**src/rtl/sva_pkg.sv**
```systemverilog
// Package: shared types, constants and controller/datapath command structs.
`timescale 1ns / 1ps
package sva_pkg;
  localparam int VOICES = 64;
  localparam int VIX_W = $clog2(VOICES);
  localparam int CNT_W = $clog2(VOICES + 1);
  localparam int SAMPLE_SLOTS = 64;
  localparam int POS_BITS = 40;
  localparam int POS_IN_W = 40;
  localparam int TOTAL_W = 32;

  localparam logic [1:0] ACT_TRIGGER = 2'd0;
  localparam logic [1:0] ACT_REPORT = 2'd1;
  localparam logic [1:0] ACT_CLEAR = 2'd2;

  localparam logic [1:0] MODE_IDLE = 2'd0;
  localparam logic [1:0] MODE_PLAY = 2'd1;
  localparam logic [1:0] MODE_REL = 2'd2;

  localparam logic [1:0] PASS_TRACK = 2'd0;
  localparam logic [1:0] PASS_GROUP = 2'd1;
  localparam logic [1:0] PASS_ANY = 2'd2;

  typedef struct packed {
    logic load;
    logic clear;
    logic report;
    logic scan_start;
    logic scan_step;
    logic [1:0] scan_pass;
    logic choke;
    logic assign_voice;
    logic capture;
  } sva_cmd_t;

  typedef struct packed {
    logic trig_ok;
    logic is_trigger;
    logic scan_last;
    logic found;
    logic grp_nonzero;
  } sva_status_t;
endpackage

```
**src/rtl/sva_ctrl.sv**
```systemverilog
// Controller: sequences choke, free search and steal passes over the voice table.
`timescale 1ns / 1ps
module sva_ctrl (
  input  logic clk,
  input  logic rst_n,
  input  logic in_valid,
  output logic in_stall,
  output logic out_valid,
  input  logic out_stall,
  input  sva_pkg::sva_status_t status,
  output sva_pkg::sva_cmd_t cmd
);
  import sva_pkg::*;

  localparam logic [2:0] S_IDLE = 3'd0;
  localparam logic [2:0] S_DECODE = 3'd1;
  localparam logic [2:0] S_SCAN = 3'd2;
  localparam logic [2:0] S_PASS = 3'd3;
  localparam logic [2:0] S_DONE = 3'd4;

  logic [2:0] state_r, state_nxt;
  logic [1:0] pass_r, pass_nxt;
  logic out_valid_r, out_valid_nxt;

  assign out_valid = out_valid_r;
  assign in_stall = (state_r != S_IDLE);

  always_comb begin
    state_nxt = state_r;
    pass_nxt = pass_r;
    out_valid_nxt = out_valid_r;
    cmd = '0;
    cmd.scan_pass = pass_r;
    if (out_valid_r && !out_stall) out_valid_nxt = 1'b0;
    unique case (state_r)
      S_IDLE: begin
        if (in_valid) begin
          cmd.load = 1'b1;
          state_nxt = S_DECODE;
        end
      end
      S_DECODE: begin
        if (status.is_trigger && status.trig_ok) begin
          pass_nxt = PASS_TRACK;
          cmd.scan_start = 1'b1;
          state_nxt = S_SCAN;
        end else begin
          cmd.report = 1'b1;
          cmd.clear = 1'b1;
          state_nxt = S_DONE;
        end
      end
      S_SCAN: begin
        cmd.scan_step = 1'b1;
        cmd.choke = 1'b1;
        if (status.scan_last) state_nxt = S_PASS;
      end
      S_PASS: begin
        if (status.found) begin
          cmd.assign_voice = 1'b1;
          state_nxt = S_DONE;
        end else begin
          cmd.scan_start = 1'b1;
          pass_nxt = (pass_r == PASS_TRACK && status.grp_nonzero) ? PASS_GROUP : PASS_ANY;
          if (pass_r == PASS_ANY) state_nxt = S_DONE;
          else state_nxt = S_SCAN;
        end
      end
      S_DONE: begin
        if (!out_valid_r || !out_stall) begin
          cmd.capture = 1'b1;
          out_valid_nxt = 1'b1;
          state_nxt = S_IDLE;
        end
      end
      default: state_nxt = S_IDLE;
    endcase
  end

  always_ff @(posedge clk) begin
    if (!rst_n) begin
      state_r <= S_IDLE;
      pass_r <= PASS_TRACK;
      out_valid_r <= 1'b0;
    end else begin
      state_r <= state_nxt;
      pass_r <= pass_nxt;
      out_valid_r <= out_valid_nxt;
    end
  end
endmodule

```
**src/rtl/sva_datapath.sv**
```systemverilog
// Datapath: voice table, scan counter, best-candidate compare and result registers.
`timescale 1ns / 1ps
module sva_datapath (
  input  logic clk,
  input  logic rst_n,
  input  sva_pkg::sva_cmd_t cmd,
  output sva_pkg::sva_status_t status,
  input  logic [63:0] cfg_wdata,
  input  logic cfg_we,
  input  logic [1:0] in_action,
  input  logic [7:0] in_track,
  input  logic [7:0] in_choke_group,
  input  logic [5:0] in_sample_id,
  input  logic [5:0] in_voice_index,
  input  logic [39:0] in_position,
  input  logic in_finished,
  output logic out_granted,
  output logic [5:0] out_voice,
  output logic out_stolen,
  output logic [6:0] out_choked_count,
  output logic [6:0] out_active_count,
  output logic [31:0] out_stolen_total
);
  import sva_pkg::*;

  logic [SAMPLE_SLOTS-1:0] mask_r;
  logic [1:0] mode_r [VOICES];
  logic [TOTAL_W-1:0] total_r;
  logic [CNT_W-1:0] active_r, choked_r;

  // track/group and position of idle voices are never looked at
  logic [15:0] trkgrp_mem [VOICES];
  logic [POS_BITS-1:0] pos_mem [VOICES];
  logic [15:0] tg_rd_r;
  logic [POS_BITS-1:0] pos_rd_r;

  logic [1:0] act_r;
  logic [7:0] itrk_r, igrp_r;
  logic [5:0] sid_r, vix_r;
  logic [POS_BITS-1:0] ipos_r;
  logic fin_r;

  logic [VIX_W-1:0] idx_r, ev_idx_r;
  logic ev_vld_r;
  logic found_r, best_idle_r, granted_r, stolen_r;
  logic [VIX_W-1:0] best_r;
  logic [POS_BITS-1:0] bpos_r;

  logic [1:0] cm;
  logic cand, idle_hit, is_idle, eval, report_hit;
  logic tg_we, pos_we;
  logic [VIX_W-1:0] rvix, wr_addr;
  logic [POS_BITS-1:0] pos_wdata;

  assign rvix = VIX_W'(vix_r);
  assign cm = mode_r[ev_idx_r];
  assign is_idle = (cm == MODE_IDLE);
  assign idle_hit = is_idle && (cmd.scan_pass == PASS_TRACK);
  assign eval = cmd.scan_step && ev_vld_r;
  always_comb begin
    case (cmd.scan_pass)
      PASS_TRACK: cand = tg_rd_r[15:8] == itrk_r;
      PASS_GROUP: cand = tg_rd_r[7:0] == igrp_r;
      default: cand = 1'b1;
    endcase
    cand = cand && !is_idle;
  end

  assign report_hit = cmd.report && act_r == ACT_REPORT && 32'(vix_r) < VOICES &&
                      mode_r[rvix] != MODE_IDLE;
  assign tg_we = cmd.assign_voice;
  assign pos_we = cmd.assign_voice || (report_hit && !fin_r);
  assign wr_addr = cmd.assign_voice ? best_r : rvix;
  assign pos_wdata = cmd.assign_voice ? '0 : ipos_r;

  assign status.is_trigger = (act_r == ACT_TRIGGER);
  assign status.trig_ok = (32'(sid_r) < SAMPLE_SLOTS) && mask_r[sid_r];
  assign status.scan_last = ev_vld_r && (ev_idx_r == VIX_W'(VOICES - 1));
  assign status.found = found_r;
  assign status.grp_nonzero = (igrp_r != 8'd0);

  always_ff @(posedge clk) begin
    if (tg_we) trkgrp_mem[wr_addr] <= {itrk_r, igrp_r};
    if (pos_we) pos_mem[wr_addr] <= pos_wdata;
    tg_rd_r <= trkgrp_mem[idx_r];
    pos_rd_r <= pos_mem[idx_r];
  end

  always_ff @(posedge clk) begin
    if (!rst_n) begin
      mask_r <= '0;
      total_r <= '0;
      active_r <= '0;
      for (int i = 0; i < VOICES; i++) begin
        mode_r[i] <= MODE_IDLE;
      end
    end else begin
      if (cfg_we) mask_r <= cfg_wdata[SAMPLE_SLOTS-1:0];
      if (cmd.load) begin
        act_r <= in_action;
        itrk_r <= in_track;
        igrp_r <= in_choke_group;
        sid_r <= in_sample_id;
        vix_r <= in_voice_index;
        ipos_r <= POS_BITS'(in_position);
        fin_r <= in_finished;
        choked_r <= '0;
        granted_r <= 1'b0;
        stolen_r <= 1'b0;
        found_r <= 1'b0;
        best_idle_r <= 1'b0;
      end
      if (cmd.clear && act_r == ACT_CLEAR) begin
        total_r <= '0;
        active_r <= '0;
        for (int i = 0; i < VOICES; i++) begin
          mode_r[i] <= MODE_IDLE;
        end
      end
      if (report_hit && fin_r) begin
        mode_r[rvix] <= MODE_IDLE;
        active_r <= active_r - 1'b1;
      end
      if (cmd.scan_start) begin
        idx_r <= '0;
        ev_vld_r <= 1'b0;
        found_r <= 1'b0;
      end
      if (cmd.scan_step) begin
        idx_r <= idx_r + 1'b1;
        ev_idx_r <= idx_r;
        ev_vld_r <= 1'b1;
      end
      if (eval) begin
        // first pass also chokes and looks for a free voice
        if (cmd.choke && cmd.scan_pass == PASS_TRACK && igrp_r != 8'd0 && !is_idle &&
            tg_rd_r[7:0] == igrp_r) begin
          mode_r[ev_idx_r] <= MODE_REL;
          choked_r <= choked_r + 1'b1;
        end
        if (idle_hit) begin
          if (!best_idle_r) begin
            best_idle_r <= 1'b1;
            found_r <= 1'b1;
            best_r <= ev_idx_r;
          end
        end else if (!best_idle_r && cand && (!found_r || pos_rd_r < bpos_r)) begin
          found_r <= 1'b1;
          best_r <= ev_idx_r;
          bpos_r <= pos_rd_r;
        end
      end
      if (cmd.assign_voice) begin
        mode_r[best_r] <= MODE_PLAY;
        granted_r <= 1'b1;
        if (best_idle_r) active_r <= active_r + 1'b1;
        else begin
          stolen_r <= 1'b1;
          total_r <= total_r + 1'b1;
        end
      end
      if (cmd.capture) begin
        out_granted <= granted_r;
        out_voice <= 6'(best_r & {VIX_W{granted_r}});
        out_stolen <= stolen_r;
        out_choked_count <= 7'(choked_r);
        out_active_count <= 7'(active_r);
        out_stolen_total <= total_r;
      end
    end
  end
endmodule

```
**src/rtl/sampler_voice_allocator.sv**
```systemverilog
// Top level: sampler voice allocator with choke groups and voice stealing.
// Usage:
//   Input channel in_* carries one action per transaction (trigger, position
//   report or clear). Result channel out_* returns one result per input
//   transaction, in order. cfg_we/cfg_wdata load the sample valid mask.
// Sequencing:
//   A report or clear does not scan the voice table. A trigger takes
//   one scan of the voice table (table reads are registered; choke, free
//   search and track steal pass together), plus one more scan per
//   further steal pass, up to three scans. The single table scan counter
//   means one transaction is in flight at a time.
// Reset:
//   Synchronous rst_n idles all voices and zeroes the active and stolen counters and mask.
// Stall:
//   While out_stall holds, the result stays registered and the block
//   finishes no further transaction; in_stall stays high while busy.
`timescale 1ns / 1ps
module sampler_voice_allocator (
  input  logic clk,
  input  logic rst_n,
  input  logic cfg_we,
  input  logic [63:0] cfg_wdata,
  input  logic in_valid,
  output logic in_stall,
  input  logic [1:0] in_action,
  input  logic [7:0] in_track,
  input  logic [7:0] in_choke_group,
  input  logic [5:0] in_sample_id,
  input  logic [5:0] in_voice_index,
  input  logic [39:0] in_position,
  input  logic in_finished,
  output logic out_valid,
  input  logic out_stall,
  output logic out_granted,
  output logic [5:0] out_voice,
  output logic out_stolen,
  output logic [6:0] out_choked_count,
  output logic [6:0] out_active_count,
  output logic [31:0] out_stolen_total
);
  import sva_pkg::*;

  sva_cmd_t cmd;
  sva_status_t status;

  sva_ctrl u_ctrl (
    .clk(clk), .rst_n(rst_n), .in_valid(in_valid), .in_stall(in_stall),
    .out_valid(out_valid), .out_stall(out_stall), .status(status), .cmd(cmd)
  );

  sva_datapath u_dp (
    .clk(clk), .rst_n(rst_n), .cmd(cmd), .status(status),
    .cfg_wdata(cfg_wdata), .cfg_we(cfg_we),
    .in_action(in_action), .in_track(in_track), .in_choke_group(in_choke_group),
    .in_sample_id(in_sample_id), .in_voice_index(in_voice_index),
    .in_position(in_position), .in_finished(in_finished),
    .out_granted(out_granted), .out_voice(out_voice), .out_stolen(out_stolen),
    .out_choked_count(out_choked_count), .out_active_count(out_active_count),
    .out_stolen_total(out_stolen_total)
  );
endmodule

```
**config.mk**
```make
export PLATFORM = sky130hd
export DESIGN_NAME = sampler_voice_allocator
export DESIGN_NICKNAME = d
export VERILOG_FILES = /design/src/rtl/sva_pkg.sv /design/src/rtl/sva_ctrl.sv /design/src/rtl/sva_datapath.sv /design/src/rtl/sampler_voice_allocator.sv
export SDC_FILE = /design/constraint.sdc
export NUM_CORES = 2
export LEC_CHECK = 0
export BUFFER_PORTS_ARGS = -buffer_cell sky130_fd_sc_hd__buf_2
export CORE_ASPECT_RATIO = 1.2
export CORE_MARGIN = 8
export CORE_UTILIZATION = 60
export DETAILED_ROUTE_END_ITERATION = 8
export PLACE_DENSITY = 0.73
export SYNTH_ARGS = -nofsm -noshare
export SYNTH_HDL_FRONTEND = slang
export SYNTH_HIERARCHICAL = 1
export SYNTH_SLANG_ARGS = --single-unit
```
**constraint.sdc**
```tcl
create_clock -name clk -period 9.3 [get_ports clk]
set_input_delay 0 -clock clk [delete_from_list [all_inputs] [get_ports clk]]
set_output_delay 0 -clock clk [all_outputs]
set_load 0.01 [all_outputs]
```
==> metrics.md <==
| Metric | Value |
|---|---|
| Row cnt | 206 |
| Final Power | 37.2 mW |
| Clock Latency Late Sink | 920 ps |
| Die Wd | 484 um |
| CTS H-tree lvls | 5 |
| FMAX | 0.134 GHz |
| Failing checks | design-rule violations |
| Post-route ant nets | 0 |
| Root Driver | clkbuf_16 |
| Worst Max-Slew Pin Slew | 1340 ps |
| Residual DRC count | 2 |
| Top Ports | 196 |
| Run status | complete, but fails checks |
| Final RePlAce weighted congestion | 0.935 |
| Clk slew on worst S/H paths | 70 ps |
| GR Overflow Total | 0 |
| Reg2Reg Depth | 14 |
| Top-area cell type share of the netlist area | 0.719 |
| Critical path class | reg2reg |
| Layout cells sized above 1 | 0.288 |
| Min cycle time layout | 7450 ps |
| Area growth syn-to-layout | 14.7% |
| Post-synth EDFFs | 3779 |
| Flops & latches, synth | 4084 |
| TritonCTS Buffers | 390 |
| RR Endpoint | u_dp/pos_mem[10][27] |
| Port-buffer cells | 195 |
| CP Launch Type | flop |
| CTS tree | built |
| Cells after Synth | 7259 |
| Initial antenna violation count | 37 |
| Initial cell density of the core | 0.602 |
| Synthesized net count | 7443 |
| Hold Crit Depth | 3 |
| RSZ-0062 raised after global routing | no |
| Post-DR wirelength/cell | 36.0 um |
| Cell Area, Synth | 158000 um2 |
| Setup WS post-layout | 1850 ps |
| Tot GR Track Use | 0.300 |
| Clock skew | 69.3 ps |
| Final Max Slew Viols | 0 |
| Pleak | 57.3 nW |
| Via density | 6.93 |
| DRT Pass-1 Iters | 9 |
| Dpl ws | 2040 ps |
| Asr flop ratio synth | 0 |
| Hpwl dp | 244000 um |
| Final worst-path cycle share | 0.801 |
| Hold_sp | in_voice_index[0] |
| CP Capture Type | flop |
| Final Util | 0.691 |
| Die area | 280000 um2 |
| Max IR drop VDD | 0.199 mV |
| Synth cell types | 78 |
| Vias | 81805 |
| Final hold violation count | 0 |
| Clk sinks | 4084 |
| Vias in the first global route | 80885 |
| Cell Area, Placed | 165000 um2 |
| Post-CTS setup buffer count | 0 |
| Ys flop type | edfxtp_1 |
| Number of max-cap violations | 0 |
| Post-route cell area | 181000 um2 |
| Pwr/cell area | 206 nW/um2 |
| Iter 0 DRT Violations | 11871 |
| First-pass GRT wire length | 601000 um |
| R2r setup slk | 1850 ps |
| Data arrival time of the critical path | 7960 ps |
| TNS Setup | 0 ps |
| Relative slew slack | 0.108 |
| Die Y | 578 um |
| Worst-path fanout max | 26 |
| Synth Warn # | 6 |
| CTS max path bufs | 4 |
| Critical Path Start | u_dp/sid_r[0] |
| Seq/Total Area, Yosys | 0.758 |
| Core ar. | 262000 um2 |
| Largest net degree at the start of global routing | 149 |
| Post-Syn Area per Cell | 21.7 um2 |
| CP required | 9810 ps |
| Post-synth top area cell | edfxtp_1 |
| Total Routed Length | 425000 um |
| HP Class | in2reg |
| # nets final | 8220 |
| Synth area leaders | edfxtp_1 72%, mux4_2 17%, dfxtp_1 3.9%, nor2_1 0.92%, clkbuf_1 0.71% |
| R2R Path Start | u_dp/sid_r[0] |
| Final setup fails | 0 |
-- timing repair --
action	in CTS	in global routing
hold buffers	341	0
hold endpoints to repair	213	0
resized for setup	0	0
-- area by class of cell --
type,instances,area (um2)
fill,15392,81100
multi-input combinational,2701,37200
timing repair buffer,792,6730
inverter,67,254
tap,3432,4290
clock inverter,235,2530
sequential,4084,120000
antenna,20,50.0
clock buffer,481,10300
-- cells in the mapped netlist (all sizes together) (10+ instances only) --
| master | number |
|---|---|
| xnor2 | 18 |
| o22ai | 70 |
| nor2b | 63 |
| nor2 | 388 |
| a31o | 16 |
| nor4 | 10 |
| a21oi | 39 |
| o2bb2ai | 13 |
| o21a | 17 |
| o311ai | 23 |
| buf | 109 |
| o21ai | 112 |
| nand2b | 40 |
| or2 | 15 |
| o311a | 18 |
| nor3 | 52 |
| mux4 | 1222 |
| and2 | 19 |
| nand3 | 79 |
| dfxtp | 305 |
| o22a | 13 |
| mux2 | 11 |
| clkbuf | 298 |
| edfxtp | 3779 |
| nand2 | 117 |
| or3 | 19 |
| nand4 | 52 |
| inv | 67 |
| ha | 44 |
| xor2 | 29 |
| mux2i | 74 |
-- metrics by stage --
stage | hold slack, ps | cells
global route | 10.7 | 11798
global placement | 176 | 10735
finish | 44.6 | 11812
detailed placement | 178 | 10735
CTS | 3.69 | 11792
floorplan | 98.9 | 7259
-- worst max-delay path: stages, from the launching register on --
cell	delay, ps
edfxtp_1	1080
mux4_2	650
mux4_2	530
mux4_2	610
nand2_1	130
nor4b_1	470
nand2_1	210
a311oi_1	280
nand4_1	170
nor4_4	350
a21o_1	180
buf_4	360
nand3_1	710
nor2_4	750
buf_4	490
-- layout by cell type (no fill, tap or decap), types with 14 or more instances in the layout --
| cell | netlist | layout |
|---|---|---|
| a21oi_1 | 39 | 39 |
| a31o_1 | 14 | 14 |
| and2_1 | 19 | 18 |
| buf_12 | 0 | 33 |
| buf_2 | 13 | 194 |
| buf_4 | 4 | 224 |
| bufinv_16 | 0 | 47 |
| clkbuf_1 | 298 | 71 |
| clkbuf_16 | 0 | 395 |
| clkinv_1 | 0 | 72 |
| clkinv_2 | 0 | 66 |
| clkinvlp_4 | 0 | 19 |
| dfxtp_1 | 305 | 305 |
| diode_2 | 0 | 20 |
| dlygate4sd3_1 | 0 | 341 |
| edfxtp_1 | 3779 | 3779 |
| ha_1 | 44 | 44 |
| inv_1 | 63 | 61 |
| mux2i_1 | 74 | 73 |
| mux4_2 | 1222 | 1222 |
| nand2_1 | 117 | 117 |
| nand2b_1 | 40 | 40 |
| nand3_1 | 79 | 79 |
| nand4_1 | 52 | 52 |
| nor2_1 | 388 | 318 |
| nor2_4 | 0 | 66 |
| nor2b_1 | 63 | 23 |
| nor2b_4 | 0 | 40 |
| nor3_1 | 52 | 52 |
| o21a_1 | 17 | 17 |
| o21ai_0 | 72 | 71 |
| o21ai_1 | 40 | 41 |
| o22ai_1 | 70 | 70 |
| o311a_1 | 18 | 18 |
| o311ai_1 | 21 | 21 |
| or2_2 | 13 | 14 |
| or3_1 | 18 | 18 |
| xnor2_1 | 18 | 18 |
| xor2_1 | 29 | 29 |
-- report_power, final --
part	internal [mW]	total, mW	switching, mW
Combinational	0.307	0.967	0.661
Sequential	20.1	20.2	0.0678
Clock	9.24	16.1	6.85
Total	29.7	37.2	7.58
-- cells by family after synthesis --
group	after synthesis	synth area share
and+or+nand+nor	889	0.0266
adders and majority gates	44	0.00349
buffers and inverters	474	0.0116
muxes	1307	0.180
xor gates and xnor gates	47	0.00261
AOI/OAI and AO/OA	414	0.0181
DFF	4084	0.758
-- flip-flops by register name, summed over array words and instances (netlist names), 8 cells and up, named ones only --
| signal | flops |
|---|---|
| u_dp/pos_rd_r | 40 |
| u_dp/itrk_r | 8 |
| u_dp/trkgrp_mem | 1024 |
| u_dp/tg_rd_r | 16 |
| u_dp/out_stolen_total | 32 |
| u_dp/igrp_r | 8 |
| u_dp/ipos_r | 40 |
| u_dp/bpos_r | 40 |
| u_dp/pos_mem | 2560 |
| u_dp/mode_r | 128 |
| u_dp/mask_r | 64 |
| u_dp/total_r | 32 |
-- routing by layer --
metal  GRT usage  vias up  routed length [um]
met2       0.498     5533              211000
met1       0.393    43224              147000
met3      0.0589      969               43800
met5           0        -                 126
li1            -    32063                   -
met4       0.130       16               22700
-- worst max path at each step --
stage / to / slack [ps]
after floorplan: u_dp/pos_mem[1][0] / 2750
after global placement: u_dp/pos_mem[10][32] / 2090
after detailed placement: u_dp/pos_mem[12][24] / 2040
after CTS: u_dp/pos_mem[12][27] / 1960
after global routing: u_dp/pos_mem[12][39] / 1610
final: u_dp/pos_mem[10][27] / 1850
No activity file was read; power rests on OpenSTA's default activity.
